### config.mk
export PLATFORM = sky130hd
export DESIGN_NAME = sps_ctrl
export DESIGN_NICKNAME = d
export VERILOG_FILES = /design/src/rtl/sps_pkg.sv /design/src/rtl/sps_ctrl.sv
export SDC_FILE = /design/constraint.sdc
export NUM_CORES = 1
export LEC_CHECK = 0
export ABC_AREA = 0
export BUFFER_PORTS_ARGS = -buffer_cell sky130_fd_sc_hd__buf_2
export CORE_ASPECT_RATIO = 0.9
export CORE_MARGIN = 3
export CORE_UTILIZATION = 46
export CTS_CLUSTER_DIAMETER = 40
export DETAILED_ROUTE_END_ITERATION = 7
export HOLD_SLACK_MARGIN = 0.02
export PLACE_DENSITY = 0.72
export SYNTH_ARGS = -nofsm -noshare
export SYNTH_HDL_FRONTEND = slang
export SYNTH_SLANG_ARGS = --single-unit
export TNS_END_PERCENT = 1
### constraint.sdc
create_clock -name aclk -period 2.9 [get_ports aclk]
set_input_delay 0 -clock aclk [delete_from_list [all_inputs] [get_ports aclk]]
set_output_delay 0 -clock aclk [all_outputs]
set_load 0.01 [all_outputs]
### src/rtl/sps_pkg.sv
`timescale 1ns / 1ps
// ----------------------------------------------------------------------------
// sps_pkg
// Shared codes, constants and types of the strand pair scoring core.
// ----------------------------------------------------------------------------
package sps_pkg;

    // item opcodes
    localparam logic [1:0] OP_WRITE_TABLE = 2'd0;
    localparam logic [1:0] OP_LOAD_PAIR   = 2'd1;
    localparam logic [1:0] OP_COMPUTE     = 2'd2;

    // score table selects
    localparam logic [1:0] TBL_STRONG = 2'd0;
    localparam logic [1:0] TBL_VDW    = 2'd1;
    localparam logic [1:0] TBL_WEAK   = 2'd2;

    // residue coding
    localparam int         RES_BITS  = 5;
    localparam logic [4:0] RES_LIMIT = 5'd19;
    localparam logic [4:0] RES_GLY   = 5'd7;
    localparam logic [9:0] RES_COUNT = 10'd20;

    // score tables
    localparam int         PAIR_BITS = 8;
    localparam logic [7:0] NUM_PAIRS = 8'd210;
    localparam int         TABLE_DEPTH = 210;

    // result width
    localparam int SUM_BITS = 24;

    // triangular table index of a residue pair
    typedef struct packed {
        logic                 valid;
        logic [PAIR_BITS-1:0] idx;
    } tri_t;

    // controller to datapath commands
    typedef struct packed {
        logic tbl_wr;
        logic strand_wr;
        logic start;
        logic issue;
        logic first;
        logic odd;
        logic push;
    } cmd_t;

    // datapath to controller status
    typedef struct packed {
        logic busy;
        logic out_free;
    } status_t;

    // symmetric triangular index: lo*20 + hi - lo*(lo+1)/2
    function automatic tri_t tri_index(input logic [RES_BITS-1:0] a,
                                       input logic [RES_BITS-1:0] b);
        logic [RES_BITS-1:0] lo;
        logic [RES_BITS-1:0] hi;
        logic [9:0]          base;
        logic [9:0]          sub;
        tri_t                r;
        lo      = (a < b) ? a : b;
        hi      = (a < b) ? b : a;
        base    = 10'(lo) * RES_COUNT + 10'(hi);
        sub     = (10'(lo) * (10'(lo) + 10'd1)) >> 1;
        r.valid = (a <= RES_LIMIT) && (b <= RES_LIMIT);
        r.idx   = PAIR_BITS'(base - sub);
        return r;
    endfunction

endpackage

### src/rtl/sps_ctrl.sv
`timescale 1ns / 1ps
// ----------------------------------------------------------------------------
// sps_ctrl
// Controller: decodes items, walks the strand positions of a compute and
// hands the finished sum to the output register.
// ----------------------------------------------------------------------------
module sps_ctrl #(
    parameter int MAX_STRAND = 32
) (
    input  logic                                  aclk,
    input  logic                                  aresetn,
    input  logic                                  s_valid,
    output logic                                  s_ready,
    input  logic [1:0]                            s_opcode,
    input  logic [5:0]                            s_strand_length,
    input  sps_pkg::status_t                      status,
    output sps_pkg::cmd_t                         cmd,
    output logic [$clog2(MAX_STRAND)-1:0]         rd_pos
);
    import sps_pkg::*;

    localparam int AW = $clog2(MAX_STRAND);
    localparam int CW = $clog2(MAX_STRAND + 1);

    typedef enum logic [1:0] {
        ST_IDLE,
        ST_ISSUE,
        ST_DRAIN
    } state_t;

    state_t        state_reg, state_next;
    logic [CW-1:0] cnt_reg, cnt_next;
    logic [CW-1:0] len_reg, len_next;
    logic [CW-1:0] len_sat;
    logic [CW-1:0] cnt_inc;
    logic          accept;

    assign s_ready = (state_reg == ST_IDLE);
    assign accept  = s_valid && s_ready;
    assign cnt_inc = cnt_reg + CW'(1);
    assign rd_pos  = cnt_reg[AW-1:0];

    // length clipped to the strand storage
    assign len_sat = (9'(s_strand_length) > 9'(MAX_STRAND)) ? CW'(MAX_STRAND)
                                                            : CW'(s_strand_length);

    // next state and commands
    always_comb begin
        state_next = state_reg;
        cnt_next   = cnt_reg;
        len_next   = len_reg;
        cmd        = '0;
        cmd.first  = (cnt_reg == '0);
        cmd.odd    = cnt_reg[0];
        unique case (state_reg)
            ST_IDLE: begin
                if (accept) begin
                    unique case (s_opcode)
                        OP_WRITE_TABLE: cmd.tbl_wr = 1'b1;
                        OP_LOAD_PAIR:   cmd.strand_wr = 1'b1;
                        OP_COMPUTE: begin
                            cmd.start  = 1'b1;
                            cnt_next   = '0;
                            len_next   = len_sat;
                            state_next = (s_strand_length == 6'd0) ? ST_DRAIN : ST_ISSUE;
                        end
                        default: ;
                    endcase
                end
            end
            ST_ISSUE: begin
                cmd.issue = 1'b1;
                cnt_next  = cnt_inc;
                if (cnt_inc == len_reg) begin
                    state_next = ST_DRAIN;
                end
            end
            ST_DRAIN: begin
                if (!status.busy && status.out_free) begin
                    cmd.push   = 1'b1;
                    state_next = ST_IDLE;
                end
            end
            default: state_next = ST_IDLE;
        endcase
    end

    // state and counters
    always_ff @(posedge aclk) begin
        if (!aresetn) begin
            state_reg <= ST_IDLE;
            cnt_reg   <= '0;
            len_reg   <= '0;
        end else begin
            state_reg <= state_next;
            cnt_reg   <= cnt_next;
            len_reg   <= len_next;
        end
    end

endmodule

Word-level counts from Yosys, hierarchy flattened
Cells that the tools add are included.
Widths: inputs -> output; s select.
Cells by class
  add/sub/neg operators: 1
  multiplexer cells: 18
  multipliers: 0
  bitwise operators: 0
  order comparisons: 1
  eq/ne operators: 9
  reduce and logical (&&, ||, !) cells: 11
  shift operators: 0
  div/mod/pow operators: 0
Operators with widths (number)
  $mux 6: 3
  $logic_not 6->1: 2
  $pmux 6 s2: 1
  $mux 2: 5
  $add 6x1->6 const B: 1
  $eq 6x6->1: 1
  $gt 6x6->1 const B: 1
  $mux 1: 6
  $mux 3: 2
  $pmux 2 s3: 1
  $reduce_and 3->1: 2
  $eq 2x1->1 const B: 2
  $eq 2x2->1 const B: 2
  $logic_not 2->1: 2
  $ne 2x1->1 const B: 2
  $ne 2x2->1 const B: 2
  $reduce_and 4->1: 1
  $logic_and 1x1->1: 2
  $reduce_bool 2->1: 1
  $logic_not 1->1: 1
Word-level totals
  memories kept: 0
  output and inout port bits: 13
  bits in latches: 0
  memory bits (writable): 0
  input port bits: 13
  register bits: 14
  logic and storage cells: 43
  bits in read-only memories: 0

Longest topological paths before layout
Gate-level depths: netlist (run 1).
  depth in word-level cells: 5
  mapped depth: 6
  depth with buffers taken out: 5

Worst setup path before layout (run 1)
Ideal clock, no wire load.
  path type: reg-to-reg
  from: register cnt_reg[0]
  to: register state_reg[0]
  library setup time: 120 ps
  clock period less this slack: 1456 ps
  buffers on the path: 0
  arrival time: 1337 ps
  setup slack: 1444 ps
  cell stages (with the launch flop): 6
  path through: dfxtp_1 inv_2 ha_1 xnor2_1 o2111ai_1 a211o_1
Between the ends
  cells in the longest elaborated chain, start to end: 4
Ends and longest elaborated chain
  start, declared: RTL line sps_ctrl.sv:32  | logic [CW-1:0] cnt_reg, cnt_next;
  start signal, assigned: RTL line sps_ctrl.sv:96  | cnt_reg <= cnt_next;
  $add 6x1->6: RTL line sps_ctrl.sv:40  | assign cnt_inc = cnt_reg + CW'(1);
  $eq 6x6->1: RTL line sps_ctrl.sv:74  | if (cnt_inc == len_reg) begin
  $ne 2x2->1 (no source line)
  $reduce_and 4->1 (no source line)
  end signal, assigned: RTL line sps_ctrl.sv:95  | state_reg <= state_next;
  end, declared: RTL line sps_ctrl.sv:31  | state_t state_reg, state_next;
Every way passes these cells.
A chain may end at the register's enable or synchronous reset.

Worst setup path after layout (run 1)
Same ends and word-level chain as after synthesis.

==> metrics.md, run 1 <==
| Metric | Value |
|---|---|
| Crit path arrival time | `1.80 ns` |
| Most numerous cell in the Yosys netlist | `dfxtp_1` |
| Top cell type's share of synthesized area | `29.6%` |
| Synth Area per Inst | `between 8 and 9 um2` |
| Final cell count without fillers | `160` |
| Worst Hold Class | `in -> reg` |
| Final setup viols | `0` |
| Setup TNS Final | `0 ns` |
| Height of the die | `between 40 and 50 um` |
| Synth top area cells | `dfxtp_1 (30%), a21boi_1 (7.9%), nand3b_1 (6.3%), buf_4 (5.5%), xnor2_1 (3.7%)` |
| H-tree levels | `1` |
| Placement Rows | `14` |
| Share of cells above drive strength 1 | `26.5%` |
| Number of post-CTS setup repair buffers | `0` |
| I/O pin cnt | `26` |
| FMAX | `between 600 and 700 MHz` |
| Crit-path slowest cell | `dfxtp_1` |
| Grt ovf | `0` |
| Router iterations before antenna repair | `5` |
| Max cap viols | `0` |
| Hold WS | `roughly 0.08 ns` |
| Nets | `roughly 150` |
| Clock Latency Late Sink | `between 0.2 and 0.3 ns` |
| First-pass GRT wire length | `roughly 3700 um` |
| Pre-CTS setup slack | `1.30 ns` |
| Final Worst Setup Slack | `between 1 and 1.5 ns` |
| Critical path class | `reg -> reg` |
| Worst Skew | `0.00385 ns` |
| Root Driver | `clkbuf_4` |
| Fin crit period | `1.61 ns` |
| Leakage | `0.495 nW` |
| Synthesized cell area | `approximately 950 um2` |
| Sink Count | `14` |
| Pin count of the biggest net entering global routing | `16` |
| DRT Wirelength | `around 2200 um` |
| Sequential-to-total area share from yosys stat | `29.6%` |
| GRT Total Usage | `18.6%` |
| Fin crit share | `a little under three fifths` |
| Routed Antenna Nets | `0` |
| Worst EP required | `a little over 3 ns` |
| #FFs+latches synth | `14` |
| Inst Count DP | `150` |
| Asr flop ratio synth | `0%` |
| Diodes inserted | `0` |
| Number of synthesized flops with an enable pin | `0` |
| DRC viols | `0` |
| Post-synth top cells | `dfxtp_1 (14), a21boi_1 (10), nand2_1 (9), nand3b_1 (8), buf_4 (7)` |
| Critical Path Max Stage Delay | `between 0.4 and 0.5 ns` |
| Final slew viol count | `0` |
| FF-to-FF Start | `cnt_reg[0]` |
| Max Buffers Root-to-Sink | `2` |
| CP max FO | `7` |
| Synthesized Nets | `between 100 and 150` |
| Post-Synthesis Cells | `between 100 and 150` |
| Post-DP HPWL | `~1600 um` |
| PortBufs | `25` |
| Worst setup EP type | `flip-flop` |
| Placeable Area | `roughly 1800 um2` |
| GPL Wtd Cong | `approximately 0.82` |
| RSZ-0062 raised after global routing | `no` |
| Cell taking the most area after synthesis | `dfxtp_1` |
| CTS Buf Count | `3` |
| CTS tree | `built` |
| DRT iter0 DRCs | `17` |
| Initial antenna violation count | `0` |
| Die area | `around 2600 um2` |
| CP Cell Sequence | `ha_1 -> nand3_1 -> o31ai_1 -> a21oi_1 -> a211o_1` |
| Nature of the critical path startpoint | `flip-flop` |
| Layout area overhead | `19.6%` |
| Post-synth cell types | `40` |
| Hold path start | `aresetn` |
| Wirelength per Cell | `~13 um` |
| Vias per inst | `roughly 5.5` |
| Synthesis Warnings | `0` |
| Die width | `53.8 um` |
| Worst Setup SP | `cnt_reg[0]` |
| Clk pin slew, worst setup/hold paths | `approximately 0.09 ns` |
| Initial core utilization | `around 52%` |
| Rel. slew slack | `64.5%` |
| Pwr dens | `about 380 nW/um2` |
| Vias in the first global route | `about 820` |
| Worst-Margin Slew | `~0.53 ns` |
| Outcome | `finished, final reports clean` |
| Max VDD drop | `approximately 0.27 mV` |
| Ys flop type | `dfxtp_1` |
| Vias | `about 900` |
| Hold Vio Cnt, Final | `0` |
[worst max-delay path: cells and delay by family (launching register included)]
kind	cells	cell delay, ns
compound gates	3	0.58
flops	1	0.47
fa+ha+maj	1	0.30
simple gates	1	0.16
[cell type report]
| cell class | count | area, um2 |
|---|---|---|
| Fill cell | 172 | 672 |
| Multi-Input combinational cell | 83 | 586 |
| Sequential cell | 14 | 280 |
| Timing Repair Buffer | 31 | 185 |
| Clock buffer | 4 | 36.3 |
| Tap cell | 24 | 30.0 |
| Inverter | 4 | 15.0 |
[stage by stage]
stage	total power [mW]	area (um2)	utilization, %
after floorplan	0.260	947	-
after global placement	0.283	1040	57.4
after detailed placement	0.286	1040	57.4
after CTS	0.441	1130	62.8
after global routing	0.463	1130	62.8
final	0.435	1130	62.8
[placed cells by master, fill, tap and decap left out, drive strengths merged, types with 4 or more instances in the layout]
| master | instances |
|---|---|
| a21oi | 4 |
| inv | 4 |
| nand2 | 9 |
| clkbuf | 4 |
| xnor2 | 4 |
| buf | 25 |
| nand3b | 8 |
| dfxtp | 14 |
| a21boi | 10 |
| dlygate4sd3 | 6 |
| o21ai | 5 |
| nand3 | 4 |
[where the power goes]
part / total, mW / switching (mW) / leakage [nW] / internal (mW)
clock network: 0.147 / 0.0707 / 0.0210 / 0.0765
registers: 0.206 / 0.00841 / 0.113 / 0.198
logic: 0.0814 / 0.0412 / 0.361 / 0.0401
total: 0.435 / 0.120 / 0.495 / 0.314
[metal layers]
metal	GRT usage (%)	wire length [um]	vias to the layer above
met1	23.0	964	405
met5	0	0	-
met2	30.0	1050	26
li1	-	-	448
met4	3.83	13	0
met3	6.73	127	2
[path summary, 6_finish.rpt]
path                                      to  slack, ns  cells after the start
worst max-delay path            state_reg[0]       1.29                      5
worst min-delay path              cnt_reg[0]       0.08                      2
worst max register to register  state_reg[0]       1.29                      5
worst min register to register    len_reg[0]       0.48                      2
[cell families after synthesis]
logic type	count (synthesis)	synth area share [%]
XOR/XNOR	7	6.47
adder cells (fa/ha/maj)	2	2.64
AND/OR/NAND/NOR	45	30.1
buffers and inverters	14	8.59
AO/OA/AOI/OAI	29	22.6
flip-flops	14	29.6
[repair_timing]
item	4_1_cts	5_1_grt
hold endpoints to repair	6	0
hold buffers	6	0
resized for setup	0	0
Power figures use the tool's default switching activity.
==> run 2, diff against run 1 <==
--- a/config.mk
+++ b/config.mk
@@ -5,7 +5,7 @@
 export SDC_FILE = /design/constraint.sdc
 export NUM_CORES = 1
 export LEC_CHECK = 0
-export ABC_AREA = 0
+export ABC_AREA = 1
 export BUFFER_PORTS_ARGS = -buffer_cell sky130_fd_sc_hd__buf_2
 export CORE_ASPECT_RATIO = 0.9
 export CORE_MARGIN = 3
@@ -13,7 +13,7 @@
 export CTS_CLUSTER_DIAMETER = 40
 export DETAILED_ROUTE_END_ITERATION = 7
 export HOLD_SLACK_MARGIN = 0.02
-export PLACE_DENSITY = 0.72
+export PLACE_DENSITY = 0.71
 export SYNTH_ARGS = -nofsm -noshare
 export SYNTH_HDL_FRONTEND = slang
 export SYNTH_SLANG_ARGS = --single-unit
==> constraint.sdc (replaced) <==
create_clock -name aclk -period 1.5 [get_ports aclk]
set_input_delay 0 -clock aclk [delete_from_list [all_inputs] [get_ports aclk]]
set_output_delay 0 -clock aclk [all_outputs]
set_load 0.01 [all_outputs]
==> metrics.md, run 2 <==
| Metric | Value |
|---|---|
| Synth Area per Inst | `6.37 um2 (-25%)` |
| #FFs+latches synth | `14 (unchanged)` |
| Crit-path slowest cell | `dfxtp_4` |
| Commonest cells after routing, fill and taps aside | `nand2_1 (36), buf_2 (25), inv_1 (23)` |
| Synthesized Nets | `170 (+35%)` |
| Outcome | `finished, violations left` |
| Worst Hold Class | `in -> reg` |
| Final core utilization | `63.9% (+1.1 points)` |
| Sequential share of power | `44.4% (-3.0 points)` |
| Post-synth top cells | `nand2_1 (36), inv_1 (25), dfxtp_1 (14), nand3_1 (13), a21oi_1 (11)` |
| I/O pin cnt | `26 (unchanged)` |
| CP delay by family, top | `simple AND/OR/NAND/NOR gates` |
| Critical Path Max Stage Delay | `0.38 ns (-0.09 ns)` |
| Vias per inst | `4.97 (-9.8%)` |
| DRT Wirelength | `2370 um (+10%)` |
| GRT Total Usage | `19.4% (+0.85 points)` |
| Pwr dens | `705 nW/um2 (+84%)` |
| Most numerous cell in the Yosys netlist | `nand2_1` |
| Router iterations before antenna repair | `4 (-1)` |
| Max VDD drop | `0.470 mV (+72%)` |
| Post-DP HPWL | `1840 um (+17%)` |
| Routed Antenna Nets | `0 (unchanged)` |
| Worst Skew | `0.00553 ns (+0.00168 ns)` |
| CP Cell Sequence | `ha_2 -> inv_1 -> nand2_1 -> nand3_1 -> nand2_1 -> nand2_1 -> nor2_2 -> nand3_1 -> nand2_1 -> buf_4 -> a21oi_2` |
| Synthesized cell area | `987 um2 (+4.2%)` |
| Failing checks | `negative setup slack` |
| Worst EP required | `1.68 ns (-1.40 ns)` |
| Placement Rows | `15 (+1)` |
| Post-synth cell types | `24 (-40%)` |
| Pre-CTS setup slack | `-0.0215 ns (-1.32 ns)` |
| Root Driver | `clkbuf_4` |
| Wirelength per Cell | `11.1 um (-18%)` |
| DRT iter0 DRCs | `18 (+1)` |
| Diodes inserted | `0 (unchanged)` |
| Clk pin slew, worst setup/hold paths | `0.09 ns (about the same)` |
| Initial antenna violation count | `0 (unchanged)` |
| CTS Buf Count | `3 (unchanged)` |
| Gate power share | `22.9% (+4.2 points)` |
| CP max FO | `5 (-2)` |
| CTS tree | `built` |
| Sink Count | `14 (unchanged)` |
| Top cell type's share of synthesized area | `28.4% (-1.2 points)` |
| Critical path class | `reg -> reg` |
| Nature of the critical path startpoint | `flip-flop` |
| Hold Vio Cnt, Final | `0 (unchanged)` |
| Cell taking the most area after synthesis | `dfxtp_1` |
| Final slew viol count | `0 (unchanged)` |
| Final setup viols | `2 (+2)` |
| Commonest non-fill, non-tap cell in the layout | `nand2_1` |
| CP most frequent cell | `nand2_1` |
| Layout area overhead | `27.5%` |
| Sequential-to-total area share from yosys stat | `28.4% (-1.2 points)` |
| First-pass GRT wire length | `3960 um (+7.7%)` |
| Die width | `54.8 um (+1.9%)` |
| Hold WS | `0.0329 ns (-0.0452 ns)` |
| DRC viols | `0 (unchanged)` |
| Worst-Margin Slew | `0.456 ns (-0.0758 ns)` |
| Nets | `205 (+35%)` |
| RSZ-0062 raised after global routing | `yes` |
| Max Buffers Root-to-Sink | `2 (unchanged)` |
| Post-Synthesis Cells | `155 (+40%)` |
| H-tree levels | `1 (unchanged)` |
| FMAX | `656 MHz (+5.8%)` |
| Number of synthesized flops with an enable pin | `0 (unchanged)` |
| Synthesis Warnings | `0 (unchanged)` |
| Synth top area cells | `dfxtp_1 (28%), nand2_1 (14%), inv_1 (9.5%), nand3_1 (6.6%), a21oi_1 (5.6%)` |
| Die area | `2740 um2 (+3.7%)` |
| Clock Latency Late Sink | `0.29 ns (about the same)` |
| Rel. slew slack | `69.6% (+5.1 points)` |
| Crit path arrival time | `1.71 ns (-0.09 ns)` |
| Fin crit share | `102% (+46 points)` |
| Grt ovf | `0 (unchanged)` |
| Sw Ratio | `30.1% (+2.4 points)` |
| Buf/Inv on CP | `2 (+2)` |
| Initial core utilization | `50.1% (-2.4 points)` |
| Ys flop type | `dfxtp_1` |
| GPL Wtd Cong | `0.783 (-4.1%)` |
| Pin count of the biggest net entering global routing | `14 (-2)` |
| Int Pwr | `0.620 mW (+97%)` |
| Final Worst Setup Slack | `-0.0253 ns (-1.31 ns)` |
| Sw power | `0.267 mW (+120%)` |
| Vias | `1,063 (+21%)` |
| Height of the die | `50.0 um (+1.8%)` |
| Max cap viols | `0 (unchanged)` |
| Vias in the first global route | `949 (+16%)` |
| Worst setup EP type | `flip-flop` |
| Asr flop ratio synth | `0% (unchanged)` |
| Share of cells above drive strength 1 | `32.8% (+6.3 points)` |
| Clock share of power | `32.6% (-1.3 points)` |
| Leakage | `0.584 nW (+18%)` |
| Placeable Area | `1970 um2 (+9.2%)` |
| Fin crit period | `1.53 ns (-0.0878 ns)` |
| PortBufs | `25 (unchanged)` |
run 2: cell count changes in the layout (fill, tap and decap cells not counted), sizes merged, moves of 9 or more:
cell | previous run | this run
nand2 | 9 | 39
inv | 4 | 28
nor2 | 3 | 18
a21boi | 10 | 0
nand3 | 4 | 14
buf | 25 | 34
run 2: path summary, 6_finish.rpt:
| check | slack (ns) | end | startpoint | cells after the start |
|---|---|---|---|---|
| min | 0.03 | len_reg[0] | s_strand_length[0] | 3 |
| max | -0.03 | state_reg[0] | cnt_reg[0] | 11 |
| min reg2reg | 0.49 | len_reg[0] | len_reg[0] | 2 |
| max reg2reg | -0.03 | state_reg[0] | cnt_reg[0] | 11 |
run 2: cell type report:
cell class	instances	area [um2]
fill	191	712
multi-input combinational	104	553
sequential	14	288
timing repair buffer	39	243
inverter	28	108
clock buffer	4	36.3
tap	25	31.3
run 2: power by group through the flow:
stage | Combinational, mW | Sequential (mW) | Clock (mW)
finish | 0.204 | 0.394 | 0.290
global route | 0.229 | 0.397 | 0.317
CTS | 0.191 | 0.394 | 0.297
detailed placement | 0.176 | 0.405 | 0
global placement | 0.172 | 0.404 | 0
floorplan | 0.109 | 0.404 | 0
run 2: what timing repair did:
item | CTS | global route
endpoints found under the setup margin | 1 | 2
hold buffers | 5 | 0
gates resized for setup | 3 | 6
pin swaps | 0 | 8
endpoints found under the hold margin | 5 | 0
setup buffers | 1 | 1
run 2: kinds of logic after synthesis:
family / synth area share (%)
buf+inv: 17.5
compound gates: 13.9
flops: 28.4
simple gates: 37.6
fa+ha+maj: 2.53
run 2: stage by stage:
| stage | setup TNS [ns] | std cells | power [mW] | area, um2 |
|---|---|---|---|---|
| after CTS | 0 | 213 | 0.882 | 1230 |
| after floorplan | 0 | 155 | 0.514 | 988 |
| final | -0.0400 | 214 | 0.887 | 1260 |
| after global placement | 0 | 203 | 0.575 | 1130 |
| after detailed placement | -0.0215 | 203 | 0.581 | 1130 |
| after global routing | -0.336 | 214 | 0.942 | 1260 |
run 2: worst register-to-register path: stages, from the launching register on:
cell,delay (ns)
dfxtp_4,0.38
ha_2,0.23
inv_1,0.05
nand2_1,0.09
nand3_1,0.07
nand2_1,0.07
nand2_1,0.06
nor2_2,0.11
nand3_1,0.09
nand2_1,0.10
buf_4,0.12
a21oi_2,0.04
run 2: routing by layer:
metal | wire length [um] | up-vias | track usage [%] | part of all wire (%)
li1 | - | 553 | - | -
met1 | 1050 | 474 | 24.3 | 44
met2 | 1180 | 32 | 32.9 | 50
met3 | 119 | 4 | 4.53 | 5.0
met4 | 19 | 0 | 3.73 | 0.80
met5 | 0 | - | 0 | 0
==> run 3, diff against run 2 <==
==> constraint.sdc (replaced) <==
create_clock -name aclk -period 1.9 [get_ports aclk]
set_input_delay 0 -clock aclk [delete_from_list [all_inputs] [get_ports aclk]]
set_output_delay 0 -clock aclk [all_outputs]
set_load 0.01 [all_outputs]
==> metrics.md, run 3 (same netlist as run 2, synthesis figures left out) <==
| Metric | Value |
|---|---|
| Outcome | `finished, final reports clean` |
| Worst setup EP type | `flip-flop` |
| Initial antenna violation count | `0 (unchanged)` |
| Fin crit share | `84.4% (-17 points)` |
| Setup TNS Final | `0 ns (+0.0400 ns)` |
| Rel. slew slack | `69.5% (-0.078 points)` |
| Leakage | `0.538 nW (-7.8%)` |
| CTS tree | `built` |
| Vias in the first global route | `946 (-0.32%)` |
| Diodes inserted | `0 (unchanged)` |
| Final setup viols | `0 (-2)` |
| R2r endpoint | `state_reg[1]` |
| Grt ovf | `0 (unchanged)` |
| Hold Vio Cnt, Final | `0 (unchanged)` |
| CTS Buf Count | `3 (unchanged)` |
| Placement Rows | `15 (unchanged)` |
| Hold WS | `0.0358 ns (+0.00293 ns)` |
| Final cell count without fillers | `205 (-4.2%)` |
| Layout area overhead | `17.6%` |
| Height of the die | `50.0 um (unchanged)` |
| H-tree levels | `1 (unchanged)` |
| Die area | `2740 um2 (unchanged)` |
| Hold EP | `len_reg[1]` |
| Vias | `1,029 (-3.2%)` |
| Worst Skew | `0.00432 ns (-0.00121 ns)` |
| Critical path class | `reg -> reg` |
| Worst-Margin Slew | `0.457 ns (+0.00117 ns)` |
| FF-to-FF Start | `cnt_reg[1]` |
| Crit path arrival time | `1.82 ns (+0.11 ns)` |
| Max VDD drop | `0.410 mV (-13%)` |
| Commonest non-fill, non-tap cell in the layout | `nand2_1` |
| Inst Count DP | `197 (-3.0%)` |
| PortBufs | `25 (unchanged)` |
| Worst Hold Class | `in -> reg` |
| Root Driver | `clkbuf_4` |
| Clock Latency Late Sink | `0.28 ns (about the same)` |
| Nature of the critical path startpoint | `flip-flop` |
| DRT iter0 DRCs | `23 (+5)` |
| Reg2Reg Setup Slack | `0.30 ns (+0.32 ns)` |
| Nets | `196 (-4.4%)` |
| Pwr dens | `572 nW/um2 (-19%)` |
| Initial core utilization | `50.1% (unchanged)` |
| Worst EP required | `2.12 ns (+0.44 ns)` |
| Router iterations before antenna repair | `4 (unchanged)` |
| Fin crit period | `1.60 ns (+0.0778 ns)` |
| Vias per inst | `5.02 (+1.1%)` |
| Wirelength per Cell | `11.3 um (+1.6%)` |
| Share of cells above drive strength 1 | `26.7% (-6.1 points)` |
| CP max FO | `7 (+2)` |
| Placeable Area | `1970 um2 (unchanged)` |
| GRT Total Usage | `18.5% (-0.95 points)` |
| Sink Count | `14 (unchanged)` |
| GPL Wtd Cong | `0.789 (+0.73%)` |
| Post-DP HPWL | `1750 um (-4.5%)` |
| Hold path start | `s_strand_length[1]` |
| Final slew viol count | `0 (unchanged)` |
| R2R depth | `12 (+1)` |
| DRC viols | `0 (unchanged)` |
| FMAX | `624 MHz (-4.9%)` |
| Routed Antenna Nets | `0 (unchanged)` |
| Hold Crit Depth | `3 (unchanged)` |
| Pin count of the biggest net entering global routing | `14 (unchanged)` |
| I/O pin cnt | `26 (unchanged)` |
| Die width | `54.8 um (unchanged)` |
| Commonest cells after routing, fill and taps aside | `nand2_1 (36), inv_1 (25), buf_2 (25)` |
| First-pass GRT wire length | `3740 um (-5.6%)` |
| DRT Wirelength | `2310 um (-2.7%)` |
| Max cap viols | `0 (unchanged)` |
| Clk pin slew, worst setup/hold paths | `0.08 ns (about the same)` |
| RSZ-0062 raised after global routing | `no` |
| Max Buffers Root-to-Sink | `2 (unchanged)` |
[run 3: where the power goes]
| group | total (mW) | switching [mW] | internal [mW] | leakage [nW] |
|---|---|---|---|---|
| Sequential | 0.314 | 0.0103 | 0.304 | 0.114 |
| Combinational | 0.136 | 0.0807 | 0.0555 | 0.403 |
| Clock | 0.214 | 0.0972 | 0.117 | 0.0210 |
| Total | 0.664 | 0.188 | 0.476 | 0.538 |
[run 3: routing by layer]
layer  GRT usage [%]  share of wire [%]  vias to the layer above
li1                -                  -                      535
met1            22.5                 45                      469
met2            30.7                 50                       21
met3            4.83                3.9                        4
met4            5.39               0.82                        0
met5               0                  0                        -
[run 3: worst max path at each step]
stage,from,to
global placement,cnt_reg[0],state_reg[1]
floorplan,cnt_reg[0],state_reg[1]
CTS,cnt_reg[0],state_reg[1]
detailed placement,cnt_reg[0],state_reg[1]
finish,cnt_reg[1],state_reg[1]
global route,cnt_reg[1],state_reg[1]
[run 3: final cells by class]
cell class	count	area (um2)
fillers	201	810
repair buffers	30	173
multi-input cells	104	534
clock buffers	4	36.3
inverters	28	105
flip-flops and latches	14	282
well taps	25	31.3
[run 3: worst max-delay path, cell delays in order, from the launching register on]
cell	delay, ns
dfxtp_1	0.46
inv_1	0.07
ha_1	0.31
inv_1	0.05
nand2_1	0.05
nand2_1	0.05
nor2_1	0.09
nand2_1	0.07
nor2_2	0.07
nand3_1	0.08
nand2_1	0.09
nand2_1	0.07
a21oi_2	0.10
[run 3: through the flow]
| step | area (um2) | power, mW | setup WS [ns] | util (%) |
|---|---|---|---|---|
| 2_1_floorplan | 987 | 0.405 | 0.385 | - |
| 3_3_place_gp | 1080 | 0.447 | 0.320 | 55.0 |
| 3_5_place_dp | 1080 | 0.449 | 0.240 | 55.0 |
| 4_1_cts | 1160 | 0.669 | 0.221 | 58.9 |
| 5_1_grt | 1160 | 0.702 | 0.0971 | 58.9 |
| 6_report | 1160 | 0.664 | 0.297 | 58.9 |
[run 3: repair_timing]
action,4_1_cts,5_1_grt
hold endpoints to repair,4,0
gates resized for setup,0,1
setup buffers,0,0
hold buffers,4,0
endpoints found under the setup margin,0,1
